**src/rtl/lppe_pkg.sv**
```systemverilog
// Package for the lidar point polar expander: word types, constants, tables.
// No dependencies.
`timescale 1ns / 1ps
package lppe_pkg;

  localparam int MaxChannels = 128;
  localparam int ChanIdxW    = $clog2(MaxChannels);
  localparam int ChanCntW    = $clog2(MaxChannels + 1);
  localparam int CordicSteps = 24;
  localparam int StepW       = 6;
  localparam int QDepth      = 2;
  localparam int QPtrW       = 1;

  typedef enum logic [1:0] {
    MODE_CLEAR  = 2'd0,
    MODE_APPEND = 2'd1,
    MODE_POINT  = 2'd2,
    MODE_NONE   = 2'd3
  } mode_t;

  typedef struct packed {
    logic [1:0]         mode;
    logic signed [31:0] coord_x;
    logic signed [31:0] coord_y;
    logic signed [31:0] coord_z;
    logic [15:0]        raw_intensity;
    logic [19:0]        channel_points;
    logic signed [15:0] channel_elevation;
  } in_word_t;

  typedef struct packed {
    logic signed [31:0] out_x;
    logic signed [31:0] out_y;
    logic signed [31:0] out_z;
    logic [15:0]        out_intensity;
    logic [31:0]        out_distance;
    logic signed [15:0] out_azimuth;
    logic [6:0]         out_channel;
    logic signed [15:0] out_elevation;
  } out_word_t;

  // point word handed from the front to the back
  typedef struct packed {
    logic signed [31:0] x;
    logic signed [31:0] y;
    logic signed [31:0] z;
    logic [15:0]        inten;
    logic               ext;
    logic               hit;
    logic [6:0]         chan;
    logic [15:0]        elev;
  } job_t;

  typedef enum logic [2:0] {
    ST_IDLE,
    ST_LOOK,
    ST_SQ,
    ST_RUN,
    ST_DONE
  } back_st_t;

  function automatic logic [30:0] atan_turn(input logic [StepW-1:0] i);
    logic [30:0] r;
    begin
      unique case (i)
        6'd0: r = 31'd536870912;   6'd1: r = 31'd316933406;
        6'd2: r = 31'd167458907;   6'd3: r = 31'd85004756;
        6'd4: r = 31'd42667331;    6'd5: r = 31'd21354465;
        6'd6: r = 31'd10679838;    6'd7: r = 31'd5340245;
        6'd8: r = 31'd2670163;     6'd9: r = 31'd1335087;
        6'd10: r = 31'd667544;     6'd11: r = 31'd333772;
        6'd12: r = 31'd166886;     6'd13: r = 31'd83443;
        6'd14: r = 31'd41721;      6'd15: r = 31'd20860;
        6'd16: r = 31'd10430;      6'd17: r = 31'd5215;
        6'd18: r = 31'd2607;       6'd19: r = 31'd1303;
        6'd20: r = 31'd651;        6'd21: r = 31'd325;
        6'd22: r = 31'd162;        6'd23: r = 31'd81;
        default: r = 31'd0;
      endcase
      return r;
    end
  endfunction

endpackage

```
**src/rtl/lppe_queue.sv**
```systemverilog
// Short job queue between the front and the back parts.
// Depends on lppe_pkg.
`timescale 1ns / 1ps
module lppe_queue (
  input  logic             clk,
  input  logic             rst_n,
  input  logic             push,
  output logic             full,
  input  lppe_pkg::job_t   wdata,
  input  logic             pop,
  output logic             empty,
  output lppe_pkg::job_t   rdata
);
  import lppe_pkg::*;

  job_t              slot_r [QDepth];
  logic [QPtrW-1:0]  wp_r, rp_r;
  logic [QPtrW:0]    cnt_r;
  logic              do_push, do_pop;

  assign full    = cnt_r == (QPtrW+1)'(QDepth);
  assign empty   = cnt_r == '0;
  assign do_push = push && !full;
  assign do_pop  = pop && !empty;
  assign rdata   = slot_r[rp_r];

  always_ff @(posedge clk) begin
    if (do_push) begin
      slot_r[wp_r] <= wdata;
    end
  end

  always_ff @(posedge clk) begin
    if (!rst_n) begin
      wp_r  <= '0;
      rp_r  <= '0;
      cnt_r <= '0;
    end else begin
      if (do_push) wp_r <= wp_r + 1'b1;
      if (do_pop)  rp_r <= rp_r + 1'b1;
      cnt_r <= cnt_r + (QPtrW+1)'(do_push) - (QPtrW+1)'(do_pop);
    end
  end
endmodule

```
**config.mk**
```make
export PLATFORM = sky130hd
export DESIGN_NAME = lppe_queue
export DESIGN_NICKNAME = d
export VERILOG_FILES = /design/src/rtl/lppe_pkg.sv /design/src/rtl/lppe_queue.sv
export SDC_FILE = /design/constraint.sdc
export NUM_CORES = 1
export LEC_CHECK = 0
export BUFFER_PORTS_ARGS = -buffer_cell sky130_fd_sc_hd__buf_2
export CORE_AREA = 2 2 141 170
export CTS_CLUSTER_SIZE = 8
export DETAILED_ROUTE_END_ITERATION = 8
export DIE_AREA = 0 0 143 172
export GPL_TIMING_DRIVEN = 0
export PLACE_DENSITY = 0.77
export SLEW_MARGIN = 20
export SYNTH_ARGS = -nofsm -noshare
export SYNTH_HDL_FRONTEND = slang
export SYNTH_SLANG_ARGS = --single-unit
```
**constraint.sdc**
```tcl
create_clock -name clk -period 7.1 [get_ports clk]
set_input_delay 0.71 -clock clk [delete_from_list [all_inputs] [get_ports clk]]
set_output_delay 0.71 -clock clk [all_outputs]
set_load 0.1 [all_outputs]
```
## Word-level counts from Yosys, hierarchy flattened

Memories as Yosys holds them, arrays and structs flattened. A register that Yosys moved wholly into a read port is not among the register bits.
Cells that the tools add are included.

| storage, ports and cells | value |
|---|---|
| memories | 1 |
| register bits after elaboration | 4 |
| logic and storage cells | 18 |
| memory bits (writable) | 274 |
| bits of input ports | 141 |

| operators by class | value |
|---|---|
| equal/unequal tests | 1 |
| add/sub/neg operators | 4 |
| reduce and logical (&&, ||, !) cells | 5 |
| multiplexer cells | 4 |

Memories:

| name | depth | bits a word | rd ports | clocked after memory_dff | write ports | line | RTL |
|---|---|---|---|---|---|---|---|
| slot_r | 2 | 137 | 1 | 1 | 1 | lppe_queue.sv:16 | `job_t slot_r [QDepth];` |

Operator list:

| operator | number |
|---|---|
| 1-bit 2-to-1 mux | 4 |
| 1-bit adder (second input constant) | 2 |
| 2-bit by 1-bit adder with 2-bit output | 1 |
| 2-bit equality test (second input constant) | 1 |
| 1-bit logical AND | 2 |
| 1-bit logical NOT | 2 |
| 2-bit logical NOT | 1 |
| 2-bit by 1-bit subtractor with 2-bit output | 1 |

## Depth between registers and ports, before layout

| depth | value |
|---|---|
| depth in word-level cells | 5 |
| mapped depth | 8 |
| gate-level depth less buffers | 8 |

## Least setup slack after synthesis

No wires, ideal clock.

| timing path | value |
|---|---|
| path kind | input to register |
| start point | input push |
| end point | memory slot_r[0][0] (netlist bit), enable pin |
| arrival time | 6.494 ns |
| path buffers | 0 |
| data required time | 6.465 ns |
| slack | -0.029 ns |
| setup time | 0.635 ns |
| cell stages on the path | 2 |
| cell sequence | nand2_1 > nor2_1 |

| on the way | value |
|---|---|
| longest elaborated chain between the ends | 3 |

RTL lines:

| what | line | RTL |
|---|---|---|
| from (decl) | lppe_queue.sv:7 | `input logic push,` |
| 1-bit logical AND | lppe_queue.sv:23 | `assign do_push = push && !full;` |
| 1-bit 2-to-1 mux | lppe_queue.sv:28 | `if (do_push) begin` |
| 1-bit 2-to-1 mux (implied by the code) | lppe_queue.sv:29 | `slot_r[wp_r] <= wdata;` |
| to (decl) | lppe_queue.sv:16 |  |

No other way between the ends.

==> results.toml <==
[timing]
finClkSkew_ns = 0.00970
maxSlewHeadroom = 0.552
setup_violations = 0
slew_viol_final = 0
grt_setup_unrepaired = "no"
finalHoldViolCount = 0
worst_pin_slew_ns = 0.671
fin_setup_tns_ns = 0
fin_crit_ns = 2.65
clock.fmax_mhz = 378
period_share = 0.373

[setup_path]
critPathKind = "flop to primary output"
critPathLaunchType = "flop"
path_max_fanout = 10
critPathBufInv = 3
crit_slowest_cell = "dfxtp_1"
r2r_cells = 7
required_ns = 6.39
worst_setup_path_end_kind = "primary output"
crit_family = "buffers and inverters"
critPathArrivalTime_ns = 1.94
reg2reg_slack_ns = 4.82
cp_cell_sequence = "buf_6, clkbuf_8, mux2_2, buf_2"
cpPeakStageDelay_ns = 0.35
cp.depth = 4

[placement]
port_buffers = 279
globalplace.congestion = 0.738
dp.final_hpwl_um = 13500

[status]
status = "complete, no violations"

[global_route]
grt.busiest_layer = "met2"
first_global_vias = 5500
grt_util_met2 = 0.279
grt_pass1_wl_um = 28500
gr-usage-met1 = 0.155
grt_start_max_net_pins = 50
gr-usage-met3 = 0.0618
antenna_found_initial = 4
grt_use_total = 0.154
grt-ovfl-total = 0

[detailed_routing]
first_pass_iters = 4
viasPerCell = 4.79
drt-initial-drc-count = 171
vias = 5301
detail_route.wl_per_cell_um = 17.9
drcViolationCount = 0
antenna_left = 0
drt-total-wl_um = 19800

[synth]
synth_top_area_share = 0.807
synthTopCellsByArea = "edfxtp_1 (81%), mux2_2 (15%), clkbuf_8 (1.3%)"
synth-seq-cells = 279
synth_top_cell_by_area = "edfxtp_1"
avgSynthCellArea_um2 = 22.5
synthDistinctLibCells = 17
yosys_warnings = 0
syn-cell-area_um2 = 10200
synth_cells = 453
ys_seq_area_frac = 0.817
synth_fp_nets = 596

[die]
floorplan.initialDensity = 0.444
die-area_um2 = 24600
ios = 280
die_height_um = 172
die_x_um = 143
rows = 61
core-area_um2 = 23000

[min_path]
holdPathStages = 1
hold_class = "primary input to flop"

[clock_network]
post_cts_buffers = 0
clock-root-buffer = "clkbuf_16"
cts_htree_levels = 2
cts_tree = "done"
insertion_delay_ns = 0.50
hold_buffers = 0
cts_inserted_buffers = 40
post_cts_resized = 0
cts.clk_slew.worst_paths_ns = 0.05
clockBufferDepth = 3
clock_sinks = 279

[layout]
syn_to_final_growth_pct = 30.0
fillCellCount = 1730
nNetsFinal = 925
drive_gt1_frac = 0.612

[job]
drv_cap = 0
## routing by layer
layer / share of wire / up-vias
li1: - / 2461
met1: 0.35 / 2574
met2: 0.53 / 212
met3: 0.091 / 54
met4: 0.032 / 0
met5: 0 / -
## Yosys cell counts
| cell type | instances |
|---|---|
| xor2_1 | 1 |
| o21a_1 | 1 |
| mux2i_1 | 1 |
| mux2_2 | 137 |
| nand2_1 | 2 |
| and3_1 | 1 |
| dfxtp_1 | 5 |
| ha_1 | 2 |
| and2_1 | 2 |
| xnor2_1 | 1 |
| nor2_1 | 5 |
| clkbuf_8 | 10 |
| nand2b_1 | 2 |
| nor3_1 | 1 |
| edfxtp_1 | 274 |
| inv_1 | 3 |
| buf_6 | 5 |
## cell type report
type / instances / area, µm² / share of cell area
buffer: 15 / 194 / 0.0146
tap: 315 / 394 / 0.0297
antenna: 4 / 10.0 / 0.000755
timing repair buffer: 287 / 1590 / 0.120
sequential: 279 / 8330 / 0.628
multi-input combinational: 156 / 1680 / 0.127
inverter: 3 / 11.3 / 0.000849
clock buffer: 47 / 1050 / 0.0791
## per-stage QoR
step | instance area, µm² | setup WS, ns | hold slack, ns | cells | utilization
global route | 13300 | 4.37 | 0.372 | 1104 | 0.577
CTS | 13200 | 4.41 | 0.378 | 1102 | 0.577
global placement | 12000 | 0.213 | 0.478 | 1047 | 0.522
detailed placement | 12200 | 4.58 | 0.514 | 1055 | 0.531
floorplan | 10200 | 2.28 | 0.466 | 453 | -
finish | 13300 | 4.45 | 0.400 | 1106 | 0.577
## sequential cells by signal, indices dropped and copies added (netlist names), named ones only
| name | count |
|---|---|
| slot_r | 274 |
| wp_r | 1 |
| cnt_r | 2 |
| rp_r | 1 |
## cell families (layout without fill, tap and decap cells)
| group | Yosys count | in the layout | synth area share |
|---|---|---|---|
| AOI/OAI and AO/OA | 1 | 1 | 0.000736 |
| xor gates and xnor gates | 2 | 2 | 0.00172 |
| adders and majority gates | 2 | 2 | 0.00245 |
| buffers and inverters | 18 | 352 | 0.0201 |
| DFF | 279 | 279 | 0.817 |
| muxes | 138 | 138 | 0.152 |
| other | 0 | 4 | 0 |
| and+or+nand+nor | 13 | 13 | 0.00613 |
## cell usage in the layout, fill, tap and decap left out
master / count
clkbuf_1: 6
dfxtp_1: 5
clkbuf_8: 10
xnor2_1: 1
edfxtp_1: 274
inv_1: 3
o21a_1: 1
nor2_4: 1
buf_6: 5
nor2_1: 4
nand2_1: 2
ha_1: 2
nor3_1: 1
mux2i_1: 1
diode_2: 4
clkbuf_16: 41
mux2_2: 137
xor2_1: 1
and3_4: 1
buf_12: 3
nand2b_1: 2
and2_1: 2
buf_16: 5
buf_2: 279
## worst paths after layout
path | start | endpoint
worst min-delay path | wdata[17] | slot_r[0][17]
worst max register to register | cnt_r[0] | slot_r[0][8]
worst max-delay path | flop | rdata[132]
worst min register to register | rp_r | rp_r
Power is not shown: default switching activity piles up to over one toggle a cycle in this logic, so the estimate is an artifact.
