<file path="config.mk">
export PLATFORM = sky130hd
export DESIGN_NAME = lppe_back
export DESIGN_NICKNAME = d
export VERILOG_FILES = /design/src/rtl/lppe_pkg.sv /design/src/rtl/lppe_back.sv
export SDC_FILE = /design/constraint.sdc
export NUM_CORES = 2
export LEC_CHECK = 0
export BUFFER_PORTS_ARGS = -buffer_cell sky130_fd_sc_hd__buf_2
export CORE_ASPECT_RATIO = 1.75
export CORE_MARGIN = 2
export CORE_UTILIZATION = 50
export DETAILED_ROUTE_END_ITERATION = 8
export PLACE_DENSITY = 0.67
export SLEW_MARGIN = 30
export SYNTH_ARGS = -nofsm -noshare
export SYNTH_HDL_FRONTEND = slang
export SYNTH_SLANG_ARGS = --single-unit
export TNS_END_PERCENT = 50
</file>
<file path="constraint.sdc">
create_clock -name clk -period 17.9 [get_ports clk]
set_clock_uncertainty 0.05 [all_clocks]
set_input_delay 3.58 -clock clk [delete_from_list [all_inputs] [get_ports clk]]
set_output_delay 3.58 -clock clk [all_outputs]
set_load 0.005 [all_outputs]
</file>
<file path="src/rtl/lppe_pkg.sv">
// Package for the lidar point polar expander: word types, constants, tables.
// No dependencies.
`timescale 1ns / 1ps
package lppe_pkg;

  localparam int MaxChannels = 128;
  localparam int ChanIdxW    = $clog2(MaxChannels);
  localparam int ChanCntW    = $clog2(MaxChannels + 1);
  localparam int CordicSteps = 24;
  localparam int StepW       = 6;
  localparam int QDepth      = 2;
  localparam int QPtrW       = 1;

  typedef enum logic [1:0] {
    MODE_CLEAR  = 2'd0,
    MODE_APPEND = 2'd1,
    MODE_POINT  = 2'd2,
    MODE_NONE   = 2'd3
  } mode_t;

  typedef struct packed {
    logic [1:0]         mode;
    logic signed [31:0] coord_x;
    logic signed [31:0] coord_y;
    logic signed [31:0] coord_z;
    logic [15:0]        raw_intensity;
    logic [19:0]        channel_points;
    logic signed [15:0] channel_elevation;
  } in_word_t;

  typedef struct packed {
    logic signed [31:0] out_x;
    logic signed [31:0] out_y;
    logic signed [31:0] out_z;
    logic [15:0]        out_intensity;
    logic [31:0]        out_distance;
    logic signed [15:0] out_azimuth;
    logic [6:0]         out_channel;
    logic signed [15:0] out_elevation;
  } out_word_t;

  // point word handed from the front to the back
  typedef struct packed {
    logic signed [31:0] x;
    logic signed [31:0] y;
    logic signed [31:0] z;
    logic [15:0]        inten;
    logic               ext;
    logic               hit;
    logic [6:0]         chan;
    logic [15:0]        elev;
  } job_t;

  typedef enum logic [2:0] {
    ST_IDLE,
    ST_LOOK,
    ST_SQ,
    ST_RUN,
    ST_DONE
  } back_st_t;

  function automatic logic [30:0] atan_turn(input logic [StepW-1:0] i);
    logic [30:0] r;
    begin
      unique case (i)
        6'd0: r = 31'd536870912;   6'd1: r = 31'd316933406;
        6'd2: r = 31'd167458907;   6'd3: r = 31'd85004756;
        6'd4: r = 31'd42667331;    6'd5: r = 31'd21354465;
        6'd6: r = 31'd10679838;    6'd7: r = 31'd5340245;
        6'd8: r = 31'd2670163;     6'd9: r = 31'd1335087;
        6'd10: r = 31'd667544;     6'd11: r = 31'd333772;
        6'd12: r = 31'd166886;     6'd13: r = 31'd83443;
        6'd14: r = 31'd41721;      6'd15: r = 31'd20860;
        6'd16: r = 31'd10430;      6'd17: r = 31'd5215;
        6'd18: r = 31'd2607;       6'd19: r = 31'd1303;
        6'd20: r = 31'd651;        6'd21: r = 31'd325;
        6'd22: r = 31'd162;        6'd23: r = 31'd81;
        default: r = 31'd0;
      endcase
      return r;
    end
  endfunction

endpackage

</file>
<file path="src/rtl/lppe_back.sv">
// Back part: in extended mode squares, then CORDIC azimuth and bit-pair square root
// in a shared step loop; holds the result word for the output side.
// Depends on lppe_pkg.
`timescale 1ns / 1ps
module lppe_back (
  input  logic                          clk,
  input  logic                          rst_n,
  input  logic                          job_empty,
  output logic                          job_pop,
  input  lppe_pkg::job_t                job,
  output logic                          out_empty,
  input  logic                          out_pop,
  output lppe_pkg::out_word_t           out_data
);
  import lppe_pkg::*;

  back_st_t           st_r, st_nxt;
  job_t               job_r;
  logic [StepW-1:0]   step_r;
  logic [1:0]         sq_r;
  logic [65:0]        sum_r;
  logic [65:0]        rem_r;
  logic [33:0]        root_r;
  logic signed [49:0] cx_r, cy_r;
  logic signed [33:0] az_r;
  logic [15:0]        elev_r;
  logic [6:0]         chan_r;
  logic [63:0]        prod;
  logic [31:0]        mag;
  logic               yzero_r;
  out_word_t          res_r;
  logic               full_r;
  logic signed [49:0] dx, dy;
  logic [65:0]        trial, rem_sh;
  logic [33:0]        az_rnd;
  logic signed [17:0] az_q;
  logic [32:0]        root_c;

  assign job_pop   = (st_r == ST_IDLE) && !job_empty;
  assign out_empty = !full_r;
  assign out_data  = res_r;

  always_comb begin
    unique case (sq_r)
      2'd0: mag = job_r.x[31] ? 32'(-job_r.x) : job_r.x;
      2'd1: mag = job_r.y[31] ? 32'(-job_r.y) : job_r.y;
      default: mag = job_r.z[31] ? 32'(-job_r.z) : job_r.z;
    endcase
    prod = mag * mag;
  end

  assign dx     = cy_r >>> step_r;
  assign dy     = cx_r >>> step_r;
  // two bits of the radicand per step, 33 steps over cycles
  assign rem_sh = {rem_r[63:0], sum_r[65:64]};
  assign trial  = {root_r[31:0], 2'b01};
  assign az_rnd = az_r + 34'sd32768;
  assign az_q   = az_rnd[33:16];
  assign root_c = root_r[32:0];

  always_comb begin
    st_nxt = st_r;
    unique case (st_r)
      ST_IDLE: if (!job_empty) st_nxt = ST_LOOK;
      ST_LOOK: st_nxt = job_r.ext ? ST_SQ : ST_DONE;
      ST_SQ:   if (sq_r == 2'd2) st_nxt = ST_RUN;
      ST_RUN:  if (step_r == StepW'(32)) st_nxt = ST_DONE;
      ST_DONE: if (!full_r || out_pop) st_nxt = ST_IDLE;
      default: st_nxt = ST_IDLE;
    endcase
  end

  always_ff @(posedge clk) begin
    if (!rst_n) begin
      st_r   <= ST_IDLE;
      full_r <= 1'b0;
    end else begin
      st_r <= st_nxt;
      if (st_r == ST_DONE && (!full_r || out_pop)) begin
        full_r <= 1'b1;
      end else if (out_pop) begin
        full_r <= 1'b0;
      end
    end
  end

  always_ff @(posedge clk) begin
    unique case (st_r)
      ST_IDLE: begin
        job_r  <= job;
        sq_r   <= '0;
        sum_r  <= '0;
        step_r <= '0;
      end
      ST_LOOK: begin
        chan_r  <= job_r.hit ? job_r.chan : 7'd0;
        elev_r  <= job_r.hit ? job_r.elev : 16'd0;
        yzero_r <= job_r.y == 32'sd0;
        if (job_r.x[31]) begin
          if (!job_r.y[31]) begin
            cx_r <= 50'(job_r.y) <<< 16;
            cy_r <= -(50'(job_r.x) <<< 16);
            az_r <= 34'sd1073741824;
          end else begin
            cx_r <= -(50'(job_r.y) <<< 16);
            cy_r <= 50'(job_r.x) <<< 16;
            az_r <= -34'sd1073741824;
          end
        end else begin
          cx_r <= 50'(job_r.x) <<< 16;
          cy_r <= 50'(job_r.y) <<< 16;
          az_r <= '0;
        end
      end
      ST_SQ: begin
        sum_r  <= sum_r + 66'(prod);
        sq_r   <= sq_r + 2'd1;
        rem_r  <= '0;
        root_r <= '0;
      end
      ST_RUN: begin
        if (step_r < StepW'(CordicSteps)) begin
          if (!cy_r[49]) begin
            cx_r <= cx_r + dx;
            cy_r <= cy_r - dy;
            az_r <= az_r + 34'(atan_turn(step_r));
          end else begin
            cx_r <= cx_r - dx;
            cy_r <= cy_r + dy;
            az_r <= az_r - 34'(atan_turn(step_r));
          end
        end
        sum_r <= {sum_r[63:0], 2'b00};
        if (rem_sh >= trial) begin
          rem_r  <= rem_sh - trial;
          root_r <= {root_r[32:0], 1'b1};
        end else begin
          rem_r  <= rem_sh;
          root_r <= {root_r[32:0], 1'b0};
        end
        step_r <= step_r + 1'b1;
      end
      ST_DONE: begin
        if (!full_r || out_pop) begin
          res_r.out_x <= job_r.x;
          res_r.out_y <= job_r.y;
          res_r.out_z <= job_r.z;
          res_r.out_intensity <= job_r.ext ? {15'd0, job_r.inten[15]} : job_r.inten;
          res_r.out_distance  <= !job_r.ext ? 32'd0 :
                                 (root_c[32] ? 32'hffff_ffff : root_c[31:0]);
          if (!job_r.ext) begin
            res_r.out_azimuth <= '0;
          end else if (yzero_r) begin
            res_r.out_azimuth <= job_r.x[31] ? 16'sd32767 : 16'sd0;
          end else if (az_q > 18'sd32767) begin
            res_r.out_azimuth <= 16'sd32767;
          end else if (az_q < -18'sd32768) begin
            res_r.out_azimuth <= -16'sd32768;
          end else begin
            res_r.out_azimuth <= az_q[15:0];
          end
          res_r.out_channel   <= job_r.ext ? chan_r : 7'd0;
          res_r.out_elevation <= job_r.ext ? elev_r : 16'd0;
        end
      end
      default: ;
    endcase
  end
endmodule

</file>
# --- Word-level counts from Yosys, hierarchy flattened ---
# Memory sizes are Yosys's and may differ from the RTL's. A register that Yosys moved wholly into a read port is not among the register bits.
# Index checks and enable logic that the tools add are counted.
classes:
  addsub: 16
  reduce_logical: 17
  mul: 1
  eq_ne: 12
  n_shift: 2
  mux: 50
  magnitude_cmp: 4
op_table:
  columns: ["op", "count"]
  rows:
  - ["50-bit 2-to-1 mux", 8]
  - ["31-bit 2-to-1 mux", 8]
  - ["50-bit case mux with 2 select lines", 2]
  - ["66-bit case mux with 3 select lines", 1]
  - ["34-bit 2-to-1 mux", 4]
  - ["32-bit 2-to-1 mux", 4]
  - ["64-bit case mux with 2 select lines", 1]
  - ["50-bit adder", 2]
  - ["48-bit negation with 50-bit output", 2]
  - ["50-bit by 6-bit >>> shifter with 50-bit output", 2]
  - ["50-bit subtractor", 2]
  - ["32-bit negation", 3]
  - ["34-bit case mux with 2 select lines", 1]
  - ["66-bit by 64-bit adder with 66-bit output", 1]
  - ["66-bit by 34-bit >= comparator with 1-bit output", 1]
  - ["33-bit case mux with 2 select lines", 1]
  - ["32-bit by 32-bit multiplier with 64-bit output", 1]
  - ["64-bit 2-to-1 mux", 1]
  - ["32-bit case mux with 2 select lines", 1]
  - ["64-bit by 34-bit subtractor with 64-bit output", 1]
  - ["16-bit 2-to-1 mux", 3]
  - ["34-bit by 17-bit adder with 34-bit output (second input constant)", 1]
  - ["34-bit by 31-bit adder with 34-bit output", 1]
  - ["34-bit by 31-bit subtractor with 34-bit output", 1]
  - ["other kinds (29)", 49]
totals:
  regBits: 653
  memories: 2
  rom_bits: 1920
  word_cells: 134
  inputBits: 141
  out_inout_bits: 185
mem_list:
  columns: ["name", "depth", "width", "read_ports", "rd_ports_with_merged_regs", "wr", "line_no", "source"]
  rows:
  - ["(no name shown)", 32, 30, 1, 1, 0, "lppe_pkg.sv:65", "unique case (i)"]
  - ["(no name shown)", 32, 30, 1, 1, 0, "lppe_pkg.sv:65", null]

# --- Depth between registers and ports, before layout ---
depth:
  word_depth: 8
  depth_mapped: 43
  ltp_nobuf: 40

# --- Worst setup path before layout ---
# No wires, ideal clock.
synth_timing:
  path_type: "register to register"
  from: "register st_r[2]"
  to: "register (tool-made name)"
  path_slack_ns: 4.878
  setup_time_ns: 0.130
  t_required_ns: 17.720
  arrival_ns: 12.842
  path_stages_with_launch: 12
  synth_period_minus_slack_ns: 13.022
  cell_sequence: "dfxtp_1 clkbuf_1 nor3_1 nor2_1 a21oi_1 inv_1 clkbuf_1 ha_1 nand2_1 o21ai_0 a221oi_1 o22ai_1"
synth_lines:
  columns: ["item", "line_no", "source"]
  rows:
  - ["start, declared", "lppe_back.sv:17", "back_st_t st_r, st_nxt;"]
  - ["start signal, assigned", "lppe_back.sv:78", "st_r <= st_nxt;"]

# --- Worst setup path in the final report ---
layout_timing:
  from: "register job_r[79] (netlist bit)"
  to: "register sum_r[62], data pin"
layout_between:
  elab_chain_cells: 6
layout_lines:
  columns: ["item", "line_no", "source"]
  rows:
  - ["start, declared", "lppe_back.sv:18", "job_t job_r;"]
  - ["start signal, assigned", "lppe_back.sv:90", "job_r <= job;"]
  - ["32-bit negation", "lppe_back.sv:46", "2'd1: mag = job_r.y[31] ? 32'(-job_r.y) : job_r.y;"]
  - ["32-bit 2-to-1 mux *", "lppe_back.sv:46", null]
  - ["32-bit case mux with 2 select lines *", "lppe_back.sv:44", "unique case (sq_r)"]
  - ["32-bit by 32-bit multiplier with 64-bit output *", "lppe_back.sv:49", "prod = mag * mag;"]
  - ["66-bit by 64-bit adder with 66-bit output *", "lppe_back.sv:116", "sum_r <= sum_r + 66'(prod);"]
  - ["66-bit case mux with 3 select lines *", "lppe_back.sv:88", "unique case (st_r)"]
  - ["end signal, assigned", "lppe_back.sv:116", null]
  - ["end signal, assigned", "lppe_back.sv:133", "sum_r <= {sum_r[63:0], 2'b00};"]
  - ["end, declared", "lppe_back.sv:21", "logic [65:0] sum_r;"]
# Every way passes the cells marked *; elsewhere a longest branch is shown, timed or not.
# A chain may end at the register's enable or synchronous reset.

==> flow_metrics.py <==
metrics = {
    "timing": {
        "fin_crit_sh": 0.732,
        "worst_pin_slew_ns": 1.13,
        "hold_violations": 0,
        "fin_tns_setup_ns": 0,
        "slew_viol_final": 0,
        "setup_viol": 0,
        "max_freq_ghz": 0.0763,
        "rsz0062_at_grt": "false",
        "finalCriticalPeriod_ns": 13.11,
        "slew_headroom": 0.224,
    },
    "setup_path": {
        "arrival_ns": 13.47,
        "crit_path_top_delay_cell": "a21o_1",
        "path_max_fanout": 20,
        "critPathMostFrequentCell": "fa_1",
        "critPathLaunchType": "flop",
        "crit_buf_inv": 3,
        "crit_family": "adder cells",
        "critPathMaxStageDelay_ns": 0.74,
        "end_kind": "flop",
        "criticalPathCategory": "reg -> reg",
        "critPathRequiredTime_ns": 18.27,
    },
    "finish": {
        "final_cell_mix": "913 x inv_1, 880 x fa_1, 759 x nand2_1",
        "drive_above_1_share": 0.111,
        "area_growth_pct": 8.04,
        "final_common_cell": "inv_1",
        "final_nets": 9473,
    },
    "synth": {
        "syn-cell-area_um2": 77800,
        "async_flop_share": 0,
        "synth_seq_cells": 683,
        "ys_seq_area_frac": 0.259,
        "synth.distinct_cells": 103,
        "syn-num-nets": 9343,
        "ys.flop_type": "edfxtp_1",
        "synth_warnings": 0,
        "syn_avg_cell_area_um2": 9.86,
        "syn_inst": 7886,
        "synth_edf_count": 649,
    },
    "detailed_routing": {
        "drt-total-wl_mm": 315,
        "antenna_left": 0,
        "routedWlPerCell_um": 31.2,
        "avgViaCountPerCell": 6.30,
        "drc": 0,
        "drt-initial-drc-count": 5439,
        "dr.pass1.iters": 6,
        "vias": 63700,
    },
    "die": {
        "coreArea_um2": 155000,
        "num_io_pins": 326,
        "start_util": 0.503,
        "rows": 191,
        "fp.dieW_um": 302,
        "die_area_um2": 159000,
        "fp.dieH_um": 526,
    },
    "cts": {
        "cts_buffers": 75,
        "cts_tree": "done",
        "clkSinkCount": 683,
        "clock_path_buffers": 3,
        "cts.repair.resized": 0,
        "clk_pin_slew_ns": 0.07,
        "cts_hold_buf": 0,
        "post_cts_buffers": 0,
        "htree_levels": 3,
        "clock_latency_ns": 0.75,
        "cts.root.buffer_cell": "clkbuf_16",
    },
    "global_routing": {
        "grt_max_degree": 101,
        "grt_pass1_wl_mm": 455,
        "gr-total-overflow": 0,
        "antenna_found_initial": 28,
        "grt_usage": 0.401,
        "grt_pass1_vias": 66600,
    },
    "placement": {
        "io_buffers": 325,
        "hpwl_mm": 248,
        "gp_congestion": 1.13,
    },
    "hold_path": {
        "min_path_type": "reg -> reg",
    },
    "run_status": {
        "status": "finished clean",
    },
    "job": {
        "drv_cap": 0,
    },
}
-- sequential cells by signal (all words and copies together) (netlist names), named ones only --
register	cells
cx_r	50
full_r	1
step_r	6
sum_r	66
job_r	137
cy_r	50
sq_r	2
az_r	34
out_data	183
root_r	33
elev_r	16
yzero_r	1
rem_r	64
st_r	3
chan_r	7
-- worst paths after layout --
check,depth (start not counted),slack (ns),startpoint,endpoint
hold / removal,0,0.47,job_r[46],out_data[92]
setup reg to reg,33,4.79,job_r[79],sum_r[62]
hold reg to reg,0,0.47,job_r[46],out_data[92]
setup / recovery,33,4.79,job_r[79],sum_r[62]
-- stage by stage --
stage / area, µm² / utilization / cells / setup slack [ns] / hold slack (ns)
5_1_grt: 84000 / 0.543 / 10100 / 4.10 / 0.486
4_1_cts: 83900 / 0.543 / 10100 / 4.90 / 0.474
3_3_place_gp: 81300 / 0.526 / 9963 / 5.00 / 0.431
2_1_floorplan: 77800 / - / 7886 / 4.88 / 0.371
6_report: 84000 / 0.543 / 10100 / 4.79 / 0.466
3_5_place_dp: 81400 / 0.526 / 9964 / 4.98 / 0.461
-- layer usage --
| layer | GRT usage | up-vias | part of all wire |
|---|---|---|---|
| met5 | 0 | - | 0.00012 |
| met4 | 0.383 | 6 | 0.12 |
| met3 | 0.0790 | 1263 | 0.071 |
| met2 | 0.688 | 3092 | 0.50 |
| met1 | 0.399 | 31900 | 0.31 |
| li1 | - | 27400 | - |
-- synthesized netlist by cell type, types with 24 or more instances --
cell	instances	share of area
mux2i_1	120	0.015
nor2_1	715	0.035
or3_1	58	0.0047
dfxtp_1	34	0.0088
or4_1	28	0.0027
edfxtp_1	649	0.25
o22ai_1	46	0.0037
o211ai_1	79	0.0076
clkbuf_1	267	0.013
nand2_1	760	0.037
o21bai_1	30	0.0029
a211oi_1	40	0.0039
a21o_1	179	0.017
o31ai_1	40	0.0039
mux2_2	74	0.011
a31oi_1	62	0.0050
mux4_2	132	0.038
buf_1	58	0.0028
xor2_1	182	0.020
fa_1	880	0.23
buf_2	51	0.0033
nand3_1	111	0.0071
inv_1	915	0.044
nand4_1	46	0.0037
and2_1	88	0.0071
a21oi_1	414	0.027
o21ai_0	329	0.021
o21a_1	84	0.0081
nor3_1	102	0.0066
ha_1	436	0.070
nand2b_1	73	0.0059
nor2b_1	79	0.0064
xnor2_1	254	0.029
and3_1	47	0.0038
nor4_1	24	0.0019
-- logic make-up after synthesis --
group	count (synthesis)	synth area share
and+or+nand+nor	2218	0.131
AOI/OAI and AO/OA	1572	0.131
buffers and inverters	1324	0.0665
adders and majority gates	1316	0.297
DFF	683	0.259
xor gates and xnor gates	436	0.0491
muxes	337	0.0663
-- cell type report --
class                      instances  area (µm²)
fill                           13900       70600
multi-input combinational       5879       52700
sequential                       683       20200
inverter                         928        3490
timing repair buffer             449        2590
tap                             2026        2530
clock buffer                      91        2010
clock inverter                    46         537
antenna                            9        22.5
Power is left out: the tool's default activity adds up to more than one toggle a clock period on the data nets, which glitch-free logic cannot reach.
